**src/rtl/pgrep_pkg.sv**
```systemverilog
package pgrep_pkg;

    localparam int PAGE_W   = 16;
    localparam int COUNT_W  = 16;
    localparam int FRAMES_W = 4;
    localparam int CFG_W    = 4;
    localparam int CFG_AW   = 1;

    localparam logic [COUNT_W-1:0] COUNT_MAX = {COUNT_W{1'b1}};

    localparam logic [CFG_AW-1:0] REG_FRAME_COUNT = 1'd0;
    localparam logic [CFG_AW-1:0] REG_POLICY_MODE = 1'd1;

    localparam logic [CFG_W-1:0] FRAME_COUNT_RST = 4'd3;

    typedef struct packed {
        logic rd_en;
        logic wr_en;
    } pgrep_mem_ctl_t;

endpackage

```
**src/rtl/pgrep_frame_store.sv**
```systemverilog
module pgrep_frame_store
    import pgrep_pkg::*;
#(
    parameter int DEPTH = 8,
    parameter int AW    = 3,
    parameter int PW    = 16
) (
    input  logic           aclk,
    input  pgrep_mem_ctl_t ctl,
    input  logic [AW-1:0]  rd_addr,
    input  logic [AW-1:0]  wr_addr,
    input  logic [PW-1:0]  wr_data,
    input  logic [PW-1:0]  key,
    output logic [PW-1:0]  rd_data,
    output logic           match
);

    logic [PW-1:0] mem [DEPTH];
    logic [PW-1:0] rd_data_reg;

    always_ff @(posedge aclk) begin
        if (ctl.wr_en) begin
            mem[wr_addr] <= wr_data;
        end
        if (ctl.rd_en) begin
            rd_data_reg <= mem[rd_addr];
        end
    end

    assign rd_data = rd_data_reg;
    assign match   = (rd_data_reg == key);

endmodule

```
**src/rtl/page_replacement_fifo_lru.sv**
```systemverilog
// Channel  Direction  tdata (low bit up)                           tuser / tlast
// s_       in         page_number[15:0]                            tlast: last_in_string
// m_       out        fault_total, victim_page, resident_count,    tuser: page_fault,
//                     4 zero bits                                  victim_valid
// cfg_     in         index 0 frame_count, index 1 policy_mode     -
// Each word takes a search pass over the resident frames (up to MAX_FRAMES) and, for an LRU
// hit or an eviction, a shift pass, both through the single frame store with its one read
// port, one write port and registered read. s_tready is high only between words.
// Reset (aresetn low, synchronous) empties the frames and clears the fault count.
// A stalled result holds in the output register; the next word is searched meanwhile
// and its result waits until the register drains.
module page_replacement_fifo_lru
    import pgrep_pkg::*;
#(
    parameter int MAX_FRAMES = 8,
    parameter int PAGE_BITS  = 16
) (
    input  logic              aclk,
    input  logic              aresetn,
    input  logic              s_tvalid,
    output logic              s_tready,
    input  logic [15:0]       s_tdata,   // page_number[15:0]
    input  logic              s_tlast,
    output logic              m_tvalid,
    input  logic              m_tready,
    output logic [39:0]       m_tdata,   // fault_total[15:0], victim_page[31:16],
                                         // resident_count[35:32], zero[39:36]
    output logic [1:0]        m_tuser,   // page_fault[0], victim_valid[1]
    input  logic              cfg_wr_en,
    input  logic [CFG_AW-1:0] cfg_addr,
    input  logic [CFG_W-1:0]  cfg_wdata
);

    localparam int AW  = (MAX_FRAMES > 1) ? $clog2(MAX_FRAMES) : 1;
    localparam int OCW = $clog2(MAX_FRAMES + 1);
    localparam int PW  = (PAGE_BITS < PAGE_W) ? PAGE_BITS : PAGE_W;

    localparam logic [1:0] ST_IDLE   = 2'd0;
    localparam logic [1:0] ST_SEARCH = 2'd1;
    localparam logic [1:0] ST_SHIFT  = 2'd2;
    localparam logic [1:0] ST_FINISH = 2'd3;

    logic [1:0]          state_reg, state_next;
    logic [CFG_W-1:0]    frame_count_reg;
    logic                policy_mode_reg;
    logic [PW-1:0]       page_reg, page_next;
    logic                last_reg, last_next;
    logic                lru_reg, lru_next;
    logic [OCW-1:0]      limit_reg, limit_next, limit_c;
    logic [OCW-1:0]      occ_reg, occ_next;
    logic [COUNT_W-1:0]  cnt_reg, cnt_next, cnt_inc;
    logic [OCW-1:0]      idx_reg, idx_next;
    logic [OCW-1:0]      wr_idx_reg, wr_idx_next;
    logic [OCW-1:0]      cmp_idx_reg, cmp_idx_next;
    logic                pend_reg, pend_next;
    logic                hit_reg, hit_next;
    logic                vic_vld_reg, vic_vld_next;
    logic [PW-1:0]       vic_reg, vic_next;

    logic                m_tvalid_reg, m_tvalid_next;
    logic                m_fault_reg, m_fault_next;
    logic [COUNT_W-1:0]  m_total_reg, m_total_next;
    logic                m_vv_reg, m_vv_next;
    logic [PAGE_W-1:0]   m_vp_reg, m_vp_next;
    logic [FRAMES_W-1:0] m_res_reg, m_res_next;

    pgrep_mem_ctl_t      mem_ctl;
    logic [AW-1:0]       rd_addr, wr_addr;
    logic [PW-1:0]       wr_data, rd_data;
    logic                match;

    pgrep_frame_store #(
        .DEPTH (MAX_FRAMES),
        .AW    (AW),
        .PW    (PW)
    ) u_store (
        .aclk    (aclk),
        .ctl     (mem_ctl),
        .rd_addr (rd_addr),
        .wr_addr (wr_addr),
        .wr_data (wr_data),
        .key     (page_reg),
        .rd_data (rd_data),
        .match   (match)
    );

    always_ff @(posedge aclk) begin
        if (!aresetn) begin
            frame_count_reg <= FRAME_COUNT_RST;
            policy_mode_reg <= 1'b0;
        end else if (cfg_wr_en) begin
            case (cfg_addr)
                REG_FRAME_COUNT: frame_count_reg <= cfg_wdata;
                REG_POLICY_MODE: policy_mode_reg <= cfg_wdata[0];
                default: ;
            endcase
        end
    end

    always_comb begin
        if (frame_count_reg == '0) begin
            limit_c = OCW'(1);
        end else if (int'(frame_count_reg) > MAX_FRAMES) begin
            limit_c = OCW'(MAX_FRAMES);
        end else begin
            limit_c = OCW'(frame_count_reg);
        end
    end

    assign cnt_inc = hit_reg ? cnt_reg :
                     ((cnt_reg == COUNT_MAX) ? cnt_reg : cnt_reg + 1'b1);

    always_comb begin
        state_next    = state_reg;
        page_next     = page_reg;
        last_next     = last_reg;
        lru_next      = lru_reg;
        limit_next    = limit_reg;
        occ_next      = occ_reg;
        cnt_next      = cnt_reg;
        idx_next      = idx_reg;
        wr_idx_next   = wr_idx_reg;
        cmp_idx_next  = cmp_idx_reg;
        pend_next     = pend_reg;
        hit_next      = hit_reg;
        vic_vld_next  = vic_vld_reg;
        vic_next      = vic_reg;
        m_tvalid_next = m_tvalid_reg & ~m_tready;
        m_fault_next  = m_fault_reg;
        m_total_next  = m_total_reg;
        m_vv_next     = m_vv_reg;
        m_vp_next     = m_vp_reg;
        m_res_next    = m_res_reg;
        mem_ctl       = '0;
        rd_addr       = idx_reg[AW-1:0];
        wr_addr       = wr_idx_reg[AW-1:0];
        wr_data       = page_reg;

        case (state_reg)
            ST_IDLE: begin
                if (s_tvalid) begin
                    page_next    = s_tdata[PW-1:0];
                    last_next    = s_tlast;
                    lru_next     = policy_mode_reg;
                    limit_next   = limit_c;
                    idx_next     = '0;
                    pend_next    = 1'b0;
                    hit_next     = 1'b0;
                    vic_vld_next = 1'b0;
                    state_next   = ST_SEARCH;
                end
            end
            ST_SEARCH: begin
                if (pend_reg && cmp_idx_reg == '0) begin
                    vic_next = rd_data;
                end
                if (pend_reg && match) begin
                    hit_next  = 1'b1;
                    pend_next = 1'b0;
                    if (lru_reg) begin
                        wr_idx_next = cmp_idx_reg;
                        idx_next    = cmp_idx_reg + 1'b1;
                        state_next  = ST_SHIFT;
                    end else begin
                        state_next = ST_FINISH;
                    end
                end else if (idx_reg < occ_reg) begin
                    mem_ctl.rd_en = 1'b1;
                    pend_next     = 1'b1;
                    cmp_idx_next  = idx_reg;
                    idx_next      = idx_reg + 1'b1;
                end else if (!pend_reg) begin
                    if (occ_reg < limit_reg) begin
                        // append into a free frame
                        mem_ctl.wr_en = 1'b1;
                        wr_addr       = occ_reg[AW-1:0];
                        occ_next      = occ_reg + 1'b1;
                        state_next    = ST_FINISH;
                    end else begin
                        // evict the front frame
                        vic_vld_next = 1'b1;
                        wr_idx_next  = '0;
                        idx_next     = OCW'(1);
                        state_next   = ST_SHIFT;
                    end
                end else begin
                    pend_next = 1'b0;
                end
            end
            ST_SHIFT: begin
                if (pend_reg) begin
                    mem_ctl.wr_en = 1'b1;
                    wr_data       = rd_data;
                    wr_idx_next   = wr_idx_reg + 1'b1;
                end
                if (idx_reg < occ_reg) begin
                    mem_ctl.rd_en = 1'b1;
                    pend_next     = 1'b1;
                    idx_next      = idx_reg + 1'b1;
                end else begin
                    pend_next = 1'b0;
                end
                if (!pend_reg && idx_reg >= occ_reg) begin
                    mem_ctl.wr_en = 1'b1;
                    state_next    = ST_FINISH;
                end
            end
            ST_FINISH: begin
                if (!m_tvalid_reg || m_tready) begin
                    m_tvalid_next = 1'b1;
                    m_fault_next  = ~hit_reg;
                    m_total_next  = cnt_inc;
                    m_vv_next     = vic_vld_reg;
                    m_vp_next     = vic_vld_reg ? PAGE_W'(vic_reg) : '0;
                    m_res_next    = FRAMES_W'(occ_reg);
                    cnt_next      = last_reg ? '0 : cnt_inc;
                    occ_next      = last_reg ? '0 : occ_reg;
                    state_next    = ST_IDLE;
                end
            end
            default: begin
                state_next = ST_IDLE;
            end
        endcase
    end

    always_ff @(posedge aclk) begin
        if (!aresetn) begin
            state_reg    <= ST_IDLE;
            occ_reg      <= '0;
            cnt_reg      <= '0;
            pend_reg     <= 1'b0;
            m_tvalid_reg <= 1'b0;
        end else begin
            state_reg    <= state_next;
            occ_reg      <= occ_next;
            cnt_reg      <= cnt_next;
            pend_reg     <= pend_next;
            m_tvalid_reg <= m_tvalid_next;
        end
    end

    always_ff @(posedge aclk) begin
        page_reg    <= page_next;
        last_reg    <= last_next;
        lru_reg     <= lru_next;
        limit_reg   <= limit_next;
        idx_reg     <= idx_next;
        wr_idx_reg  <= wr_idx_next;
        cmp_idx_reg <= cmp_idx_next;
        hit_reg     <= hit_next;
        vic_vld_reg <= vic_vld_next;
        vic_reg     <= vic_next;
        m_fault_reg <= m_fault_next;
        m_total_reg <= m_total_next;
        m_vv_reg    <= m_vv_next;
        m_vp_reg    <= m_vp_next;
        m_res_reg   <= m_res_next;
    end

    assign s_tready = (state_reg == ST_IDLE);
    assign m_tvalid = m_tvalid_reg;
    assign m_tdata  = {4'b0000, m_res_reg, m_vp_reg, m_total_reg};
    assign m_tuser  = {m_vv_reg, m_fault_reg};

`ifndef SYNTHESIS
    a_occ_bound: assert property (@(posedge aclk) disable iff (!aresetn)
        int'(occ_reg) <= MAX_FRAMES)
        else $error("occupancy beyond frame capacity");

    a_victim_is_fault: assert property (@(posedge aclk) disable iff (!aresetn)
        m_tvalid && m_tuser[1] |-> m_tuser[0])
        else $error("eviction reported on a hit");

    a_victim_zero: assert property (@(posedge aclk) disable iff (!aresetn)
        m_tvalid && !m_tuser[1] |-> m_tdata[31:16] == '0)
        else $error("victim page not zero without eviction");

    a_busy_after_accept: assert property (@(posedge aclk) disable iff (!aresetn)
        s_tvalid && s_tready |=> !s_tready)
        else $error("word accepted while previous still in work");
`endif

endmodule
```
**config.mk**
```make
export PLATFORM = sky130hd
export DESIGN_NAME = page_replacement_fifo_lru
export DESIGN_NICKNAME = d
export VERILOG_FILES = /design/src/rtl/pgrep_pkg.sv /design/src/rtl/pgrep_frame_store.sv /design/src/rtl/page_replacement_fifo_lru.sv
export SDC_FILE = /design/constraint.sdc
export NUM_CORES = 1
export LEC_CHECK = 0
export ABC_AREA = 1
export BUFFER_PORTS_ARGS = -buffer_cell sky130_fd_sc_hd__buf_4
export CORE_MARGIN = 3
export CORE_UTILIZATION = 55
export CTS_BUF_LIST = sky130_fd_sc_hd__clkbuf_16
export DETAILED_ROUTE_END_ITERATION = 12
export PLACE_DENSITY = 0.74
export SETUP_SLACK_MARGIN = 0.02
export SYNTH_ARGS = -nofsm -noshare
export SYNTH_HDL_FRONTEND = slang
export SYNTH_HIERARCHICAL = 1
export SYNTH_SLANG_ARGS = --single-unit
```
**constraint.sdc**
```tcl
create_clock -name aclk -period 3.4 [get_ports aclk]
set_input_delay 0 -clock aclk [delete_from_list [all_inputs] [get_ports aclk]]
set_output_delay 0 -clock aclk [all_outputs]
set_load 0.05 [all_outputs]
```
==> results of run 1 <==
## final cells by class
class	instances	area [sq um]
clock buffers	29	726
clock inverters	22	170
fillers	1511	6950
inverters	94	353
multi-input cells	669	3300
flip-flops and latches	262	7580
well taps	270	338
repair buffers	115	951
## cell usage after synthesis, types with 2 or more instances
| library cell | instances |
|---|---|
| a21oi_1 | 30 |
| a21oi_2 | 4 |
| buf_1 | 2 |
| buf_2 | 14 |
| buf_4 | 9 |
| buf_6 | 5 |
| clkbuf_1 | 9 |
| clkbuf_2 | 3 |
| dfxtp_1 | 29 |
| edfxtp_1 | 233 |
| ha_1 | 18 |
| inv_1 | 88 |
| inv_2 | 6 |
| nand2_1 | 247 |
| nand2_2 | 9 |
| nand3_1 | 37 |
| nand3_2 | 2 |
| nand3b_1 | 2 |
| nand4_1 | 4 |
| nor2_1 | 140 |
| nor2_2 | 2 |
| nor2_4 | 3 |
| nor2_8 | 2 |
| nor4_1 | 2 |
| o211ai_1 | 5 |
| o21ai_0 | 51 |
| o21ai_1 | 63 |
| or2_2 | 6 |
| xnor2_1 | 17 |
| xor2_1 | 9 |
## cells by family after synthesis
family,share of synthesized area
and+or+nand+nor,0.171
DFF,0.661
AOI/OAI and AO/OA,0.0735
buffers and inverters,0.0526
xor gates and xnor gates,0.0213
adders and majority gates,0.0197
other,0.000327
## layer usage
layer  track usage  up-vias  share of wire
li1              -     3786              -
met1         0.299     3635           0.42
met2         0.344      285           0.46
met3        0.0418       55          0.084
met4        0.0672        0          0.029
met5             0        -              0
## metrics by stage
step | utilization | setup WS, ps
6_report | 0.659 | 680
3_3_place_gp | 0.598 | 786
4_1_cts | 0.659 | 727
3_5_place_dp | 0.598 | 746
2_1_floorplan | - | 66.6
5_1_grt | 0.659 | 466
## repair_timing
item,CTS,global route
gates resized for setup,0,0
hold buffers,35,0
setup endpoints to repair,0,0
setup buffers,0,0
endpoints found under the hold margin,25,0
## worst paths after layout
path,cells past startpoint,startpoint,end,slack (ps)
worst max-delay path,13,occ_reg[2],u_store/mem[6][6],680
worst max register to register,13,occ_reg[2],u_store/mem[6][6],680
worst min-delay path,2,s_tlast,last_reg,180
worst min register to register,0,policy_mode_reg,lru_reg,440
## layout by cell type (no fill, tap or decap), drive strengths merged
| master | synthesis | routed |
|---|---|---|
| o21ai | 114 | 114 |
| inv | 94 | 97 |
| ha | 18 | 18 |
| xnor2 | 17 | 17 |
| a21oi | 34 | 34 |
| nor3 | 1 | 1 |
| nor4 | 2 | 2 |
| o22ai | 1 | 1 |
| edfxtp | 233 | 233 |
| nand4 | 6 | 6 |
| dlygate4sd3 | 0 | 35 |
| nor2 | 147 | 147 |
| bufinv | 0 | 2 |
| o211ai | 5 | 5 |
| buf | 30 | 80 |
| o31ai | 1 | 1 |
| or2 | 6 | 6 |
| nand2 | 257 | 257 |
| o311ai | 1 | 1 |
| clkinv | 0 | 15 |
| o21bai | 1 | 1 |
| clkbuf | 12 | 29 |
| nand3 | 39 | 39 |
| nand3b | 2 | 2 |
| nor3b | 1 | 1 |
| clkinvlp | 0 | 2 |
| conb | 1 | 4 |
| a21boi | 1 | 1 |
| dfxtp | 29 | 29 |
| xor2 | 10 | 10 |
| o2111a | 1 | 1 |
## power groups by stage
stage                     Clock [mW]  Sequential [mW]  Combinational, mW
after floorplan                    0             4.42               1.90
after global placement             0             4.35               2.65
after detailed placement           0             4.36               2.69
after CTS                       2.95             4.29               2.75
after global routing            3.09             4.33               3.12
final                           2.91             4.29               2.78
==> key figures, run 1 <==
Worst hold path
  • HP Class: in2reg

CTS
  • Max Root-Sink Buffers: 3
  • CTS Root Cell: clkbuf_16
  • Worst skew pair latency: between 500 and 600 ps
  • Total CTS buffers: 28
  • H-tree levels: 1
  • Clock tree sinks: around 260
  • CTS tree: done
  • Clk slew on worst S/H paths: ~60 ps

Worst setup path
  • Worst Setup End Kind: register
  • Crit-path cells: inv_1 > ha_1 > nand2_1 > inv_1 > nand2_1 > nand2_1 > inv_1 > nor2_1 > nand2_1 > o21ai_0 > nand2_1 > nor2_1 > buf_4
  • CP dominant cell by count: nand2_1
  • CP required: 3620 ps
  • Critical path's largest stage delay: about 450 ps
  • Worst path buffer plus inverter count: 4
  • Crit path DAT: 2940 ps
  • CP max-delay cell: dfxtp_1
  • Startpoint types: register
  • Critical path peak fanout: 16
  • Worst setup path class: reg2reg
  • Top delay family on crit path: simple AND/OR/NAND/NOR gates

Detailed routing
  • DR iter-0 viols: 609
  • First-pass DRT Iterations: 5
  • Routed vias: ~7800
  • DRT antenna net count: 0
  • Residual DRC: 0
  • Vias per cell: ~5.3
  • Final WL: 24000 um
  • WL/cell: between 15 and 20 um

Floorplan
  • Die Y: 150 um
  • Row count: 52
  • Die Width: approximately 150 um
  • I/O pin count: slightly above 70
  • Core ar.: roughly 20000 sq um
  • Die ar.: around 23000 sq um
  • Initial core utilization: 0.562

Yosys
  • Post-synthesis cell count: 1064
  • Post-Syn Area: about 11000 sq um
  • Sequential area share after synthesis: 0.661
  • Synth Area per Inst: about 11 sq um
  • Synth top area share: 0.611
  • Main synth FF type: edfxtp_1
  • Ys Warns: 6
  • Synth Register Bits: 262
  • Yosys cell types: 43
  • EDFF count, synth: about 230
  • Yosys top cell by area: edfxtp_1
  • Ranking of synthesized cells by area: edfxtp_1 (61%), nand2_1 (8.1%), dfxtp_1 (5.1%)
  • Ys async rst share: 0

Cells and area
  • Layout cell share with drive strength beyond 1: 0.140
  • Final Cell Area: 13400 sq um
  • Ant diodes: 0
  • Synth-to-layout area growth: 17.1%
  • Largest Register: u_store/mem
  • Largest register FFs: between 100 and 150
  • Final nets: 1215
  • Fin cells: roughly 1500

Power
  • Worst IR Drop VDD: 0.000476 V
  • P_int: around 6.6 mW
  • Clock power frac: 0.291
  • Register share of total power: 0.430
  • Leak: approximately 5.3 nW
  • NetSw: 3.41 mW
  • Power Total: 9.97 mW
  • Comb pwr share: 0.278
  • Switching Share: 0.342
  • Power Density: 744 nW/um^2

Place
  • Hpwl dp: around 16000 um
  • Placer Congestion: around 0.9
  • # placed instances: between 1000 and 1500
  • Port Buffer Count: 66
  • Placement Cell Area: 12200 sq um

Global route
  • Number of global-route vias before repair: roughly 7500
  • Tot GR Track Use: 0.215
  • Initial antenna violation count: 0
  • Grt ovf: 0
  • Largest net degree at the start of global routing: 70
  • First-pass GRT wire length: about 38000 um

Timing
  • Final Setup Violations: 0
  • Fmax: between 0.3 and 0.4 GHz
  • Slew Viols, Final: 0
  • Setup tns final: 0 ps
  • Period utilization: 0.800
  • Tmin final: around 2700 ps
  • Unrepaired setup endpoints after global routing: false
  • Hold Fails Final Rpt: 0
  • Slew margin rel.: 0.287
  • Layout Skew: ~9 ps
  • Worst hold slack: around 180 ps
  • Worst-Margin Slew: 1070 ps

Job
  • Max cap viols: 0

Run status
  • Status: finished clean
(Power assumes the default switching activity.)
==> run 2: changes to the inputs <==
--- a/config.mk
+++ b/config.mk
@@ -8,10 +8,10 @@
 export ABC_AREA = 1
 export BUFFER_PORTS_ARGS = -buffer_cell sky130_fd_sc_hd__buf_4
 export CORE_MARGIN = 3
-export CORE_UTILIZATION = 55
+export CORE_UTILIZATION = 60
 export CTS_BUF_LIST = sky130_fd_sc_hd__clkbuf_16
 export DETAILED_ROUTE_END_ITERATION = 12
-export PLACE_DENSITY = 0.74
+export PLACE_DENSITY = 0.77
 export SETUP_SLACK_MARGIN = 0.02
 export SYNTH_ARGS = -nofsm -noshare
 export SYNTH_HDL_FRONTEND = slang
==> constraint.sdc (replaced) <==
create_clock -name aclk -period 2.6 [get_ports aclk]
set_input_delay 0 -clock aclk [delete_from_list [all_inputs] [get_ports aclk]]
set_output_delay 0 -clock aclk [all_outputs]
set_load 0.05 [all_outputs]
==> run 2 against run 1 <==
  * First-iteration DRC count up 22%
  * Hold slack better by 5.6 ps
  * Sequential share of layout area decreased by 0.37 points
  * Die area down 8.0%
  * Maximum frequency up 11%
  * Critical path depth is 2 higher
  * Cell count decreased by 2.3%
  * Largest cell class unchanged
  * Register-to-register slack worse by 540 ps
  * Non-clock buffer count is 9 higher
  * Via count grew 1.5%
  * Sequential power grew 31%
  * Largest power group unchanged
  * Routed wire length fell by 0.61%
==> key figures, run 2 (synthesized netlist as in run 1, its figures left out) <==
Run status
  • Status: finished clean

Worst setup path
  • Crit path DAT: 2710 ps (-230 ps)
  • R2R setup slack: 140 ps (-540 ps)
  • Critical path peak fanout: 8 (-8)
  • Critical path's largest stage delay: 360 ps (-90 ps)
  • Crit-path cells: inv_1 > ha_1 > nand2_1 > nand2_1 > nand2_1 > nand2_1 > inv_1 > nor2_2 > nand2_4 > nand2_1 > o21ai_1 > inv_1 > nand2_2 > nor2_4 > clkbuf_16
  • CP required: 2850 ps (-770 ps)
  • CP max-delay cell: dfxtp_2
  • Worst setup path class: reg2reg
  • Worst Setup End Kind: register
  • Startpoint types: register
  • CP dominant cell by count: nand2_1

Job
  • Max cap viols: 0 (unchanged)

Cells and area
  • Layout cell share with drive strength beyond 1: 0.150 (+0.0102)
  • Final nets: 1223 (+0.66%)
  • Largest Register: u_store/mem
  • Fill cell count: 1193 (-21%)
  • Commonest non-fill, non-tap cell in the layout: nand2_1
  • Fin cells: 1427 (-2.3%)
  • Area of the multi-input gates: 3380 sq um (+2.5%)
  • Most frequent cells in the layout: nand2_1 (244), edfxtp_1 (233), nor2_1 (130), inv_1 (98), buf_4 (80)
  • Largest register FFs: 128 (unchanged)
  • Synth-to-layout area growth: 17.9%
  • Reg area: 7580 sq um (about the same)

Timing
  • Setup WS post-layout: 141 ps (-539 ps)
  • Slew Viols, Final: 0 (unchanged)
  • Period utilization: 0.946 (+0.146)
  • Slew margin rel.: 0.387 (+0.101)
  • Layout Skew: 13.8 ps (+4.77 ps)
  • Hold Fails Final Rpt: 0 (unchanged)
  • Tmin final: 2460 ps (-261 ps)
  • Final Setup Violations: 0 (unchanged)
  • Fmax: 0.407 GHz (+11%)
  • Worst-Margin Slew: 918 ps (-151 ps)

Place
  • Placer Congestion: 0.915 (+4.0%)
  • # placed instances: 1342 (-2.4%)
  • Hpwl dp: 15300 um (-4.4%)
  • Pre-CTS WS: 49.6 ps (-696 ps)
  • Port Buffer Count: 66 (unchanged)

Power
  • Comb pwr share: 0.296 (+0.018)
  • Worst IR Drop VDD: 0.000516 V (+8.5%)
  • P_int: 8.34 mW (+27%)
  • Switching Share: 0.345 (+0.00323)
  • NetSw: 4.40 mW (+29%)
  • Clock power frac: 0.263 (-0.028)
  • Power Density: 943 nW/um^2 (+27%)
  • Leak: 5.39 nW (+0.91%)
  • Register share of total power: 0.441 (+0.011)

Global route
  • Largest net degree at the start of global routing: 70 (unchanged)
  • Tot GR Track Use: 0.227 (+0.0128)
  • Grt ovf: 0 (unchanged)
  • Initial antenna violation count: 0 (unchanged)
  • Number of global-route vias before repair: 7293 (-3.3%)
  • First-pass GRT wire length: 37300 um (-2.6%)

CTS
  • Clk slew on worst S/H paths: 60 ps (about the same)
  • Worst skew pair latency: 530 ps (about the same)
  • CTS Root Cell: clkbuf_16
  • H-tree levels: 1 (unchanged)
  • Setup bufs post-CTS: 0 (unchanged)
  • Clock tree sinks: 262 (unchanged)
  • Total CTS buffers: 27 (-3.6%)
  • CTS tree: done
  • Max Root-Sink Buffers: 3 (unchanged)

Detailed routing
  • Met2 wire len: 10900 um (-1.9%)
  • Met1 wire length: 10400 um (+1.7%)
  • Vias per cell: 5.52 (+3.9%)
  • WL/cell: 16.7 um (+1.8%)
  • DR iter-0 viols: 741 (+22%)
  • First-pass DRT Iterations: 7 (+2)
  • DRT antenna net count: 0 (unchanged)
  • Final WL: 23900 um (-0.61%)
  • Residual DRC: 0 (unchanged)
  • Max Used Layer: met4
  • Routed vias: 7875 (+1.5%)
  • Met3 wire length: 2040 um (+1.8%)

Floorplan
  • Row count: 49 (-5.8%)
  • I/O pin count: 71 (unchanged)
  • Die Y: 144 um (-4.1%)
  • Die ar.: 20800 sq um (-8.0%)
  • Core ar.: 18300 sq um (-10%)
  • Die Width: 144 um (-4.1%)
  • Initial core utilization: 0.625 (+0.0624)

Worst hold path
  • HP Class: in2reg
==> run 2: changes by cell type in the layout (fill, tap and decap cells not counted), moves of 3 or more <==
cell / change
nor2_1: -9
inv_1: +8
buf_12: +8
o21ai_0: -3
clkinv_1: +3
nor2_2: +6
nand2_1: -3
clkinv_2: -7
nor2_4: +3
==> run 2: cell type report <==
type | instances | area share
clock inverter | 21 | 0.00686
clock buffer | 27 | 0.0500
tap | 229 | 0.0212
multi-input combinational | 669 | 0.250
antenna | 1 | 0.000185
sequential | 262 | 0.561
timing repair buffer | 124 | 0.0841
inverter | 94 | 0.0261
==> run 2: repair_timing <==
action                                 in CTS  in global routing
pin swaps                                   0                  3
hold buffers                               35                  0
endpoints found under the hold margin      25                  0
resized for setup                           1                 24
setup endpoints to repair                  13                128
gates cloned                                0                  1
==> run 2: worst max-delay path: cells and delay by family (launching register included) <==
kind | cells | cell delay, ps
compound gates | 1 | 100
fa+ha+maj | 1 | 320
buf+inv | 4 | 460
flops | 1 | 360
simple gates | 9 | 960
==> run 2: layer usage <==
| layer | vias up | GRT usage |
|---|---|---|
| li1 | 3802 | - |
| met1 | 3717 | 0.333 |
| met2 | 313 | 0.347 |
| met3 | 43 | 0.0483 |
| met4 | 0 | 0.0697 |
| met5 | - | 0 |
==> run 2: power by group through the flow <==
stage	logic, mW	clock network [mW]	registers, mW
2_1_floorplan	2.49	0	5.77
3_3_place_gp	3.46	0	5.67
3_5_place_dp	3.54	0	5.69
4_1_cts	3.61	3.40	5.60
5_1_grt	4.19	3.57	5.66
6_report	3.77	3.35	5.61
==> run 2: final timing paths <==
check                      end       startpoint  cells after the start
max          u_store/mem[2][5]       occ_reg[1]                     15
min                page_reg[6]       s_tdata[6]                      2
max reg2reg  u_store/mem[2][5]       occ_reg[1]                     15
min reg2reg            lru_reg  policy_mode_reg                      0
==> run 2: through the flow <==
| stage | power, mW | hold slack (ps) | instance area (sq um) | util | TNS, ps |
|---|---|---|---|---|---|
| finish | 12.7 | 186 | 13500 | 0.737 | 0 |
| CTS | 12.6 | 173 | 13400 | 0.731 | 0 |
| detailed placement | 9.23 | 180 | 12300 | 0.670 | 0 |
| global placement | 9.13 | 179 | 12300 | 0.670 | 0 |
| floorplan | 8.26 | 98.6 | 11500 | - | -9130 |
| global route | 13.4 | 180 | 13500 | 0.737 | -733 |
